## src/sv/weighted_parsimony_tree_scorer_unit_assert.svh

```systemverilog
// ----------------------------------------------------------------------------
// Assertion macros for the weighted parsimony tree scorer
// Shared forms for concurrent checks, clocked on clk and held off in reset
// ----------------------------------------------------------------------------
`ifndef WEIGHTED_PARSIMONY_TREE_SCORER_UNIT_ASSERT_SVH
`define WEIGHTED_PARSIMONY_TREE_SCORER_UNIT_ASSERT_SVH

// same-cycle implication
`define WPTS_ASSERT_NOW(lbl, ante, cons, msg) \
  lbl: assert property (@(posedge clk) disable iff (!rst_n) (ante) |-> (cons)) \
    else $error(msg);

// next-cycle implication
`define WPTS_ASSERT_NEXT(lbl, ante, cons, msg) \
  lbl: assert property (@(posedge clk) disable iff (!rst_n) (ante) |=> (cons)) \
    else $error(msg);

`endif

```

## src/sv/wpts_pkg.sv

```systemverilog
// ----------------------------------------------------------------------------
// wpts_pkg
// Types, constants and cost arithmetic of the weighted parsimony tree scorer
// ----------------------------------------------------------------------------
`default_nettype none
package wpts_pkg;

  localparam int STATE_SLOTS = 16;
  localparam int STATE_W     = 4;
  localparam int MAX_TIPS    = 32;
  localparam int COST_WIDTH  = 16;
  localparam int SCORE_W     = 24;
  localparam int NODE_W      = 6;
  localparam int NODE_SLOTS  = 63;
  localparam int ORDER_SLOTS = 31;
  localparam int ORDER_W     = 5;
  localparam int NC_DEPTH    = NODE_SLOTS * STATE_SLOTS;
  localparam int NC_AW       = 10;
  localparam int MAT_DEPTH   = STATE_SLOTS * STATE_SLOTS;
  localparam int MAT_AW      = 8;
  localparam int TBL_W       = 3 * NODE_W;

  localparam logic [SCORE_W-1:0] COST_INF  = {SCORE_W{1'b1}};
  localparam logic [NODE_W-1:0]  NODE_NONE = {NODE_W{1'b1}};

  // input function codes
  localparam logic [2:0] FN_MATRIX = 3'd0;
  localparam logic [2:0] FN_TIP    = 3'd1;
  localparam logic [2:0] FN_NODE   = 3'd2;
  localparam logic [2:0] FN_DOWN   = 3'd3;
  localparam logic [2:0] FN_UP     = 3'd4;

  // configuration register indexes
  localparam logic [1:0] CFG_STATE_COUNT    = 2'd0;
  localparam logic [1:0] CFG_TIP_COUNT      = 2'd1;
  localparam logic [1:0] CFG_INTERNAL_COUNT = 2'd2;
  localparam logic [1:0] CFG_FORCED_ROOT    = 2'd3;

  // result kinds
  localparam logic KIND_SCORE = 1'b0;
  localparam logic KIND_STATE = 1'b1;

  // datapath operations
  typedef enum logic [3:0] {
    OP_IDLE        = 4'd0,
    OP_NODE_LATCH  = 4'd1,
    OP_PAIR_RD     = 4'd2,
    OP_PAIR_EX     = 4'd3,
    OP_SUM         = 4'd4,
    OP_RES_WR      = 4'd5,
    OP_ROOT_LATCH  = 4'd6,
    OP_SCAN_RD     = 4'd7,
    OP_SCAN_EX     = 4'd8,
    OP_ROOT_WR     = 4'd9,
    OP_PS_RD       = 4'd10,
    OP_PS_LATCH    = 4'd11,
    OP_CHILD_WR    = 4'd12,
    OP_EMIT_SCORE  = 4'd13,
    OP_EMIT_RD     = 4'd14,
    OP_EMIT_NODE   = 4'd15
  } dp_op_t;

  typedef struct packed {
    dp_op_t             op;
    logic               up;
    logic               k;
    logic [STATE_W-1:0] s;
    logic [STATE_W-1:0] t;
    logic [ORDER_W-1:0] i;
    logic [NODE_W-1:0]  n;
    logic               last;
  } cmd_t;

  typedef struct packed {
    logic out_free;
  } sts_t;

  // saturating cost sum, all ones is infinite
  function automatic logic [SCORE_W-1:0] sat_add(input logic [SCORE_W-1:0] a,
                                                 input logic [SCORE_W-1:0] b);
    logic [SCORE_W:0] sum;
    sum = {1'b0, a} + {1'b0, b};
    if (a == COST_INF || b == COST_INF || sum >= {1'b0, COST_INF}) begin
      return COST_INF;
    end
    return sum[SCORE_W-1:0];
  endfunction

  // widen an input cost, all ones of the cost width is infinite
  function automatic logic [SCORE_W-1:0] cost_in(input logic [15:0] v);
    logic [15:0] m;
    logic [15:0] x;
    m = 16'((32'd1 << COST_WIDTH) - 32'd1);
    x = v & m;
    if (x == m) begin
      return COST_INF;
    end
    return {{(SCORE_W-16){1'b0}}, x};
  endfunction

endpackage
`default_nettype wire

```

## src/sv/wpts_ctrl.sv

```systemverilog
// ----------------------------------------------------------------------------
// wpts_ctrl
// Sequencer for loads, the downpass, the root scan and the uppass
// ----------------------------------------------------------------------------
`default_nettype none
`include "weighted_parsimony_tree_scorer_unit_assert.svh"
module wpts_ctrl
  import wpts_pkg::*;
(
  input  wire logic               clk,
  input  wire logic               rst_n,
  input  wire logic               in_fire,
  input  wire logic [2:0]         func,
  output logic                    in_ready,
  input  wire logic [STATE_W-1:0] ns_m1,
  input  wire logic [ORDER_W-1:0] ic_m1,
  input  wire logic [NODE_W-1:0]  nodes_m1,
  output cmd_t                    cmd,
  input  wire sts_t               sts
);

  typedef enum logic [19:0] {
    S_IDLE  = 20'h00001,
    S_DTBL  = 20'h00002,
    S_DLAT  = 20'h00004,
    S_DRD   = 20'h00008,
    S_DEX   = 20'h00010,
    S_DSUM  = 20'h00020,
    S_DWR   = 20'h00040,
    S_RTBL  = 20'h00080,
    S_RLAT  = 20'h00100,
    S_SRD   = 20'h00200,
    S_SEX   = 20'h00400,
    S_DOUT  = 20'h00800,
    S_UROOT = 20'h01000,
    S_UTBL  = 20'h02000,
    S_ULAT  = 20'h04000,
    S_UPRD  = 20'h08000,
    S_UPLAT = 20'h10000,
    S_UEX   = 20'h20000,
    S_UCWR  = 20'h40000,
    S_EOUT  = 20'h80000
  } state_t;

  // uppass pair read and emit read reuse shared states via flags
  state_t             state_r, state_nxt;
  logic               up_r, up_nxt;
  logic               rd_r, rd_nxt;
  logic               k_r, k_nxt;
  logic [STATE_W-1:0] s_r, s_nxt, t_r, t_nxt;
  logic [ORDER_W-1:0] i_r, i_nxt;
  logic [NODE_W-1:0]  n_r, n_nxt;
  dp_op_t             op;

  // next state and counters
  always_comb begin
    state_nxt = state_r;
    up_nxt    = up_r;
    rd_nxt    = 1'b0;
    k_nxt     = k_r;
    s_nxt     = s_r;
    t_nxt     = t_r;
    i_nxt     = i_r;
    n_nxt     = n_r;
    op        = OP_IDLE;
    case (state_r)
      S_IDLE: begin
        if (in_fire && func == FN_DOWN) begin
          up_nxt    = 1'b0;
          i_nxt     = '0;
          state_nxt = S_DTBL;
        end else if (in_fire && func == FN_UP) begin
          up_nxt    = 1'b1;
          i_nxt     = ic_m1;
          state_nxt = S_RTBL;
        end
      end
      S_DTBL: state_nxt = S_DLAT;
      S_DLAT: begin
        op        = OP_NODE_LATCH;
        s_nxt     = '0;
        t_nxt     = '0;
        k_nxt     = 1'b0;
        state_nxt = S_DRD;
      end
      S_DRD: begin
        op        = OP_PAIR_RD;
        state_nxt = S_DEX;
      end
      S_DEX: begin
        op = OP_PAIR_EX;
        if (!k_r) begin
          k_nxt     = 1'b1;
          state_nxt = S_DRD;
        end else begin
          k_nxt = 1'b0;
          if (t_r == ns_m1) begin
            state_nxt = S_DSUM;
          end else begin
            t_nxt     = t_r + 1'b1;
            state_nxt = S_DRD;
          end
        end
      end
      S_DSUM: begin
        op    = OP_SUM;
        t_nxt = '0;
        if (s_r == ns_m1) begin
          s_nxt     = '0;
          state_nxt = S_DWR;
        end else begin
          s_nxt     = s_r + 1'b1;
          state_nxt = S_DRD;
        end
      end
      S_DWR: begin
        op = OP_RES_WR;
        if (s_r == ns_m1) begin
          if (i_r == ic_m1) begin
            state_nxt = S_RTBL;
          end else begin
            i_nxt     = i_r + 1'b1;
            state_nxt = S_DTBL;
          end
        end else begin
          s_nxt = s_r + 1'b1;
        end
      end
      S_RTBL: state_nxt = S_RLAT;
      S_RLAT: begin
        op        = OP_ROOT_LATCH;
        s_nxt     = '0;
        state_nxt = S_SRD;
      end
      S_SRD: begin
        op        = OP_SCAN_RD;
        state_nxt = S_SEX;
      end
      S_SEX: begin
        op = OP_SCAN_EX;
        if (s_r == ns_m1) begin
          state_nxt = up_r ? S_UROOT : S_DOUT;
        end else begin
          s_nxt     = s_r + 1'b1;
          state_nxt = S_SRD;
        end
      end
      S_DOUT: begin
        if (sts.out_free) begin
          op        = OP_EMIT_SCORE;
          state_nxt = S_IDLE;
        end
      end
      S_UROOT: begin
        op        = OP_ROOT_WR;
        i_nxt     = ic_m1;
        state_nxt = S_UTBL;
      end
      S_UTBL: state_nxt = S_ULAT;
      S_ULAT: begin
        op        = OP_NODE_LATCH;
        state_nxt = S_UPRD;
      end
      S_UPRD: begin
        op        = OP_PS_RD;
        state_nxt = S_UPLAT;
      end
      S_UPLAT: begin
        op        = OP_PS_LATCH;
        t_nxt     = '0;
        k_nxt     = 1'b0;
        rd_nxt    = 1'b1;
        state_nxt = S_UEX;
      end
      S_UEX: begin
        if (rd_r) begin
          op = OP_PAIR_RD;
        end else begin
          op = OP_PAIR_EX;
          if (t_r == ns_m1) begin
            state_nxt = S_UCWR;
          end else begin
            t_nxt  = t_r + 1'b1;
            rd_nxt = 1'b1;
          end
        end
      end
      S_UCWR: begin
        op    = OP_CHILD_WR;
        t_nxt = '0;
        if (!k_r) begin
          k_nxt     = 1'b1;
          rd_nxt    = 1'b1;
          state_nxt = S_UEX;
        end else begin
          k_nxt = 1'b0;
          if (i_r == '0) begin
            n_nxt     = '0;
            rd_nxt    = 1'b1;
            state_nxt = S_EOUT;
          end else begin
            i_nxt     = i_r - 1'b1;
            state_nxt = S_UTBL;
          end
        end
      end
      S_EOUT: begin
        if (rd_r) begin
          op = OP_EMIT_RD;
        end else if (sts.out_free) begin
          op = OP_EMIT_NODE;
          if (n_r == nodes_m1) begin
            state_nxt = S_IDLE;
          end else begin
            n_nxt  = n_r + 1'b1;
            rd_nxt = 1'b1;
          end
        end else begin
          op = OP_EMIT_RD;
        end
      end
      default: state_nxt = S_IDLE;
    endcase
  end

  // control registers
  always_ff @(posedge clk) begin
    if (!rst_n) begin
      state_r <= S_IDLE;
      up_r    <= 1'b0;
      rd_r    <= 1'b0;
      k_r     <= 1'b0;
      s_r     <= '0;
      t_r     <= '0;
      i_r     <= '0;
      n_r     <= '0;
    end else begin
      state_r <= state_nxt;
      up_r    <= up_nxt;
      rd_r    <= rd_nxt;
      k_r     <= k_nxt;
      s_r     <= s_nxt;
      t_r     <= t_nxt;
      i_r     <= i_nxt;
      n_r     <= n_nxt;
    end
  end

  assign in_ready = (state_r == S_IDLE);
  assign cmd.op   = op;
  assign cmd.up   = up_r;
  assign cmd.k    = k_r;
  assign cmd.s    = s_r;
  assign cmd.t    = t_r;
  assign cmd.i    = i_r;
  assign cmd.n    = n_r;
  assign cmd.last = (n_r == nodes_m1);

  // checks on the sequencing
  `WPTS_ASSERT_NEXT(a_emit_hold, (state_r == S_EOUT && !rd_r && !sts.out_free), (n_r == $past(n_r) && state_r == S_EOUT), "node index moved while result stalled")
  `WPTS_ASSERT_NEXT(a_sum_wrap, (state_r == S_DSUM && s_r == ns_m1), (state_r == S_DWR && s_r == '0), "state sum did not start write sweep")
  `WPTS_ASSERT_NOW(a_t_range, (state_r == S_DEX || state_r == S_UEX), (t_r <= ns_m1), "state index past state count")
  `WPTS_ASSERT_NEXT(a_score_once, (state_r == S_DOUT && sts.out_free), (state_r == S_IDLE), "score result not closing the run")

endmodule
`default_nettype wire

```

## config.mk

```make
export PLATFORM = sky130hd
export DESIGN_NAME = wpts_ctrl
export DESIGN_NICKNAME = d
export VERILOG_FILES = /design/src/sv/wpts_pkg.sv /design/src/sv/wpts_ctrl.sv
export VERILOG_INCLUDE_DIRS = /design/src /design/src/sv
export SDC_FILE = /design/constraint.sdc
export NUM_CORES = 1
export LEC_CHECK = 0
export ABC_AREA = 1
export BUFFER_PORTS_ARGS = -buffer_cell sky130_fd_sc_hd__buf_2
export CORE_ASPECT_RATIO = 0.8
export CORE_MARGIN = 5
export CORE_UTILIZATION = 30
export DETAILED_ROUTE_END_ITERATION = 16
export PLACE_DENSITY = 0.6
export SKIP_LAST_GASP = 1
export SLEW_MARGIN = 20
export SYNTH_ARGS = -nofsm -noshare
export SYNTH_HDL_FRONTEND = slang
export SYNTH_SLANG_ARGS = --single-unit
```

## constraint.sdc

```tcl
create_clock -name clk -period 2.4 [get_ports clk]
set_clock_uncertainty 0.1 [all_clocks]
set_input_delay 0.72 -clock clk [delete_from_list [all_inputs] [get_ports clk]]
set_output_delay 0.72 -clock clk [all_outputs]
set_load 0.02 [all_outputs]
```

## Yosys cells after proc, flatten, opt, wreduce, memory -nomap -nowiden

Index checks and enable logic that the tools add are counted.

- Register bits after elaboration: 42

- Muxes and demuxes: 55
- $add $sub $neg: 5
- Reduce and logical (&&, ||, !) cells: 21
- Equality and inequality tests: 41

Operators with widths:

| operator | number |
|---|---|
| 20-bit one-hot mux with 20 select lines | 1 |
| 20-bit 2-to-1 mux | 11 |
| 4-bit one-hot mux with 15 select lines | 1 |
| 6-bit 2-to-1 mux | 7 |
| 5-bit 2-to-1 mux | 6 |
| 2-bit != test (second input constant) | 14 |
| 13-bit 2-to-1 mux | 2 |
| 4-bit 2-to-1 mux | 6 |
| 4-bit one-hot mux with 3 select lines | 2 |
| 20-bit by 1-bit == test with 1-bit output (second input constant) | 1 |
| 20-bit by 10-bit == test with 1-bit output (second input constant) | 1 |
| 20-bit by 11-bit == test with 1-bit output (second input constant) | 1 |
| 20-bit by 12-bit == test with 1-bit output (second input constant) | 1 |
| 20-bit by 13-bit == test with 1-bit output (second input constant) | 1 |
| 20-bit by 14-bit == test with 1-bit output (second input constant) | 1 |
| 20-bit by 15-bit == test with 1-bit output (second input constant) | 1 |
| 20-bit by 16-bit == test with 1-bit output (second input constant) | 1 |
| 20-bit by 17-bit == test with 1-bit output (second input constant) | 1 |
| 20-bit by 18-bit == test with 1-bit output (second input constant) | 1 |
| 20-bit by 19-bit == test with 1-bit output (second input constant) | 1 |
| 20-bit by 2-bit == test with 1-bit output (second input constant) | 1 |
| 20-bit == test (second input constant) | 1 |
| 20-bit by 3-bit == test with 1-bit output (second input constant) | 1 |
| 20-bit by 4-bit == test with 1-bit output (second input constant) | 1 |
| other kinds (33) | 57 |

## Longest topological paths before layout

- Word-level depth: 5
- Gate-level depth with buffers: 15
- Mapped depth without buffers: 14

## Least setup slack after synthesis

No wires, ideal clock.

- Path type: reg2reg
- Start: register state_r[4]
- End: register i_r[4]
- Setup slack: 0.121 ns
- Setup time: 0.112 ns
- Arrival: 2.067 ns
- Stages on the path, launching flop included: 16
- Period minus slack after synthesis: 2.279 ns
- Path through: dfxtp_1 -> nor2_2 -> nand2_2 -> nor2_4 -> buf_6 -> nand3_4 -> inv_4 -> ha_1 -> a21oi_1 -> nand2_1 -> xor2_1 -> nor2_1 -> a21oi_1 -> nand3_1 -> nor2_1 -> nor2_1

- Cells in the longest elaborated chain, start to end: 3
- Elaborated cells on any way between the ends: 12
- Classes of those cells: 9 x eq/ne; 1 x mux; 2 x reduce/logical

RTL lines:

| item | line | RTL |
|---|---|---|
| start, declared | wpts_ctrl.sv:46 | `state_t state_r, state_nxt;` |
| start signal, assigned | wpts_ctrl.sv:238 | `state_r <= state_nxt;` |
| 20-bit by 1-bit == test with 1-bit output, or another cell as far along | wpts_ctrl.sv:66 | `case (state_r)` |
| 3-bit by 1-bit != test with 1-bit output (no source line), or another cell as far along | -- |  |
| 6-bit AND reduction (no source line) | -- |  |
| end signal, assigned | wpts_ctrl.sv:244 | `i_r <= i_nxt;` |
| end, declared | wpts_ctrl.sv:51 | `logic [ORDER_W-1:0] i_r, i_nxt;` |

Several ways; a longest one is shown, not always the timed one.
A chain may end at the register's enable or synchronous reset.

==> impl_summary.txt <==
----------------------------------------------------
[Drt]
  Met2 WL ... a little over 5 mm
  Detail Route met3 WL ... 632 um
  Iteration-0 DRC Markers ... 231
  Vias ... 3,717
  Pre-Repair DR Iteration Count ... 5
  Length of routed wiring on met1 ... 5.12 mm
  Uppermost metal layer occupied by signal nets ... met4
  WL/cell ... 14.1 um
  ANT nets after route ... 0
  Via-to-Cell Ratio ... 4.75
  Number of DRC violations after detailed routing ... 0
  Total length of routed wires ... roughly 11 mm

[Timing]
  Final hold violation count ... 0
  Max transition margin ... 71.2%
  Final worst slack ... -0.196 ns
  Number of failing setup endpoints in the final timing report ... 4
  Final Critical Period ... approximately 2.6 ns
  Fmax ... between 0.3 and 0.4 GHz
  Tightest hold margin ... between 0.4 and 0.5 ns
  RSZ-0062 raised after global routing ... true
  Worst Tran Pin Value ... 0.429 ns
  Crit share post-route ... 108%
  Final number of max-transition violations ... 0

[Finish]
  Filler-free cell count of the finished design ... 783
  Layout fillers ... ~1,100
  Count of inserted antenna diode cells ... 0
  Final core occ ... 44.8%
  Fraction of final layout cells sized beyond drive strength 1 ... 38.3%
  Layout overhead on the synthesized area ... 47.1%
  Layout net count ... between 600 and 700

[Setup path]
  Family with the most delay on the worst path ... simple AND/OR/NAND/NOR gates
  Worst Path Max Fanout ... 5
  Startpoint kind of the worst setup timing path ... register
  Buffers and inverters on the worst path ... 2
  Type of the worst setup path ... register to primary output
  Cell-by-cell listing of the critical path ... nor2_4, nand2_4, nor2_4, buf_4, nand3_1, nand2_1, nor2_1, nand3_1, buf_4
  Maximum single-stage delay on the critical path ... ~0.34 ns
  Data required time at the worst endpoint ... 1.58 ns
  Critical path's slowest cell ... dfxtp_2
  Data arrival at the endpoint of the critical path ... 1.78 ns
  Kind of end point of the critical path ... primary output

[Logic synthesis]
  Top-area cell type share of the netlist area ... 25.7%
  Cell taking the most area after synthesis ... dfxtp_1
  Leading post-synthesis cells by cell area ... dfxtp_1 (26%), nand2_1 (13%), nand3_1 (8.9%), inv_1 (8.5%), nor2_1 (7.2%)
  Gate Count Post-Synth ... 511
  Post-synth cell types ... 40
  Number of warning messages in the yosys log ... 0
  Net count after synthesis ... 540
  Syn Std Cell Area ... 0.00327 sq mm
  Count of state elements after synthesis ... between 40 and 50
  Sequential share of the synthesized area ... 25.7%
  Average size of a mapped cell ... between 6 and 7 sq um

[Floorplanning]
  Boundary pin count ... 49
  Floorplan core area ... 0.0108 sq mm
  Starting utilization of the core area ... 30.4%
  Std-Cell Rows ... 34
  Die extent in x ... 127 um
  Die extent in y ... between 100 and 150 um
  Overall die area ... 0.0131 sq mm

[Clock network]
  Clock insertion delay at the later pin of the skew report ... 0.29 ns
  CTS H-Tree Depth ... 2
  Clk sink count ... 42
  Clk Tree Root Cell ... clkbuf_16
  Longest Clk Path Bufs ... 2
  TritonCTS Buffers ... 5
  Clock slew at the register clock pins of the worst setup and hold paths ... 0.06 ns
  CTS tree ... built
  CTS Hold Bufs ... 0

[Global route]
  Total overflow reported by the global router ... 0
  Vias in the first global route ... approximately 3,500
  First-pass GRT wire length ... 17.3 mm
  GR Util All Layers ... 16.3%
  Initial antenna violation count ... 0
  Maximum number of pins on one net before global-route repair ... 24

[Place]
  Cell total after placement ... 724
  Global placement routability congestion ... 0.954
  Count of input and output buffers ... 48
  Worst setup slack after placement ... -0.0267 ns
  Detailed Place HPWL ... 7.87 mm

[Pwr]
  Leakage component of the power ... about 0.0026 uW
  Combinational cell fraction of total power ... about half
  Switching power as a share of total power ... 39.6%
  Post-layout total power ... 3140 uW
  Sequential Power Share ... a little over a quarter
  Maximum vdd drop ... 0.355 mV
  Cell area power density ... 651 mW/mm^2
  Internal portion of total power ... 1900 uW
  Psw ... 1240 uW
  Portion of total power attributed to the clock network ... 24.2%

[Outcome]
  Violated checks ... setup timing
  Outcome ... complete, but fails checks

[Worst hold path]
  Min-delay worst type ... register to register

[Job]
  Max-cap violation count ... 0

----------------------------------------------------
[routing by layer]
| metal | up-vias | track usage [%] |
|---|---|---|
| met1 | 1696 | 22.8 |
| met4 | 0 | 4.62 |
| met2 | 132 | 25.7 |
| li1 | 1867 | - |
| met3 | 22 | 3.23 |
| met5 | - | 0 |
[power groups by stage]
stage          clock network, uW  registers (uW)  logic, uW
2_1_floorplan                  0             851        789
3_3_place_gp                   0             826       1140
3_5_place_dp                   0             827       1140
4_1_cts                      771             820       1330
5_1_grt                      807             834       1670
6_report                     761             824       1550
[cells by family after synthesis]
logic type,count (synthesis),synth area share [%]
flops,42,25.7
buf+inv,89,11.2
xor+xnor,24,6.42
compound gates,36,5.85
fa+ha+maj,7,2.90
simple gates,313,47.9
[timing repair]
action | CTS | global route
setup endpoints to repair | 5 | 24
pin swaps | 29 | 20
resized for setup | 63 | 44
buffers inserted | 39 | 16
hold endpoints to repair | 0 | 0
[layout by cell type, fill, tap and decap left out, types with 4 or more instances in the layout]
master and count:
dfxtp_2 17, clkbuf_16 5, nand2_4 8, nand4_1 8, o21ai_0 7, xor2_1 21
buf_12 4, inv_1 66, nand3_2 15, nor2_4 17, nand2_1 108, ha_1 4
buf_6 9, buf_2 43, inv_2 11, dfxtp_1 22, nand3_4 7, nor2_1 58
nand2_2 10, buf_4 72, nand3_1 45, nor3_1 11, a21oi_1 20, nand3b_1 9
[Yosys cell counts]
cell type	n
nand2_1	113
inv_1	74
nor2_1	63
nand3_1	58
dfxtp_1	42
a21oi_1	22
xor2_1	21
nor3_1	12
nand2_2	11
nand3b_1	9
nor2_2	9
o21ai_0	9
nand4_1	8
nand3_2	7
ha_1	6
nor2_4	6
buf_6	3
inv_2	3
nor4_1	3
xnor2_1	3
and3_1	2
buf_4	2
clkbuf_1	2
clkinv_1	2
nand2_4	2
nand3_4	2
nor2_8	2
nor3b_1	2
or2_2	2
a21oi_2	1
buf_1	1
buf_2	1
fa_1	1
inv_4	1
nand3b_2	1
nor3_2	1
o211ai_1	1
o21ai_1	1
o21ai_2	1
o22ai_1	1
[sequential cells by signal, indices dropped and copies added, names as in the netlist]
signal,cells
i_r,5
k_r,1
n_r,6
rd_r,1
s_r,4
state_r,20
t_r,4
up_r,1
[worst paths after layout]
check / startpoint / endpoint / slack (ns) / depth (start not counted)
max: state_r[5] / cmd[25] / -0.20 / 9
min: n_r[5] / n_r[5] / 0.42 / 2
max reg2reg: state_r[9] / state_r[16] / 0.04 / 18
min reg2reg: n_r[5] / n_r[5] / 0.42 / 2
[final cells by class]
cell class | instances | area [sq um] | area share, %
repair buffers | 129 | 952 | 19.8
flip-flops and latches | 42 | 873 | 18.1
multi-input cells | 380 | 2340 | 48.5
inverters | 80 | 308 | 6.39
well taps | 144 | 180 | 3.74
clock buffers | 8 | 166 | 3.45
[worst min-delay path: cells and delay by family, from the launching register on]
family           cells  cell delay, ns
AND/OR/NAND/NOR      1            0.07
flip-flops           1            0.34
AO/OA/AOI/OAI        1            0.05
[per-stage QoR]
| stage | setup TNS (ns) | instance area, sq um |
|---|---|---|
| 2_1_floorplan | 0 | 3270 |
| 3_3_place_gp | 0 | 3870 |
| 3_5_place_dp | -0.0282 | 3870 |
| 4_1_cts | -0.779 | 4530 |
| 5_1_grt | -1.23 | 4820 |
| 6_report | -0.707 | 4820 |
Note: power is estimated with default switching activity, not from simulation.
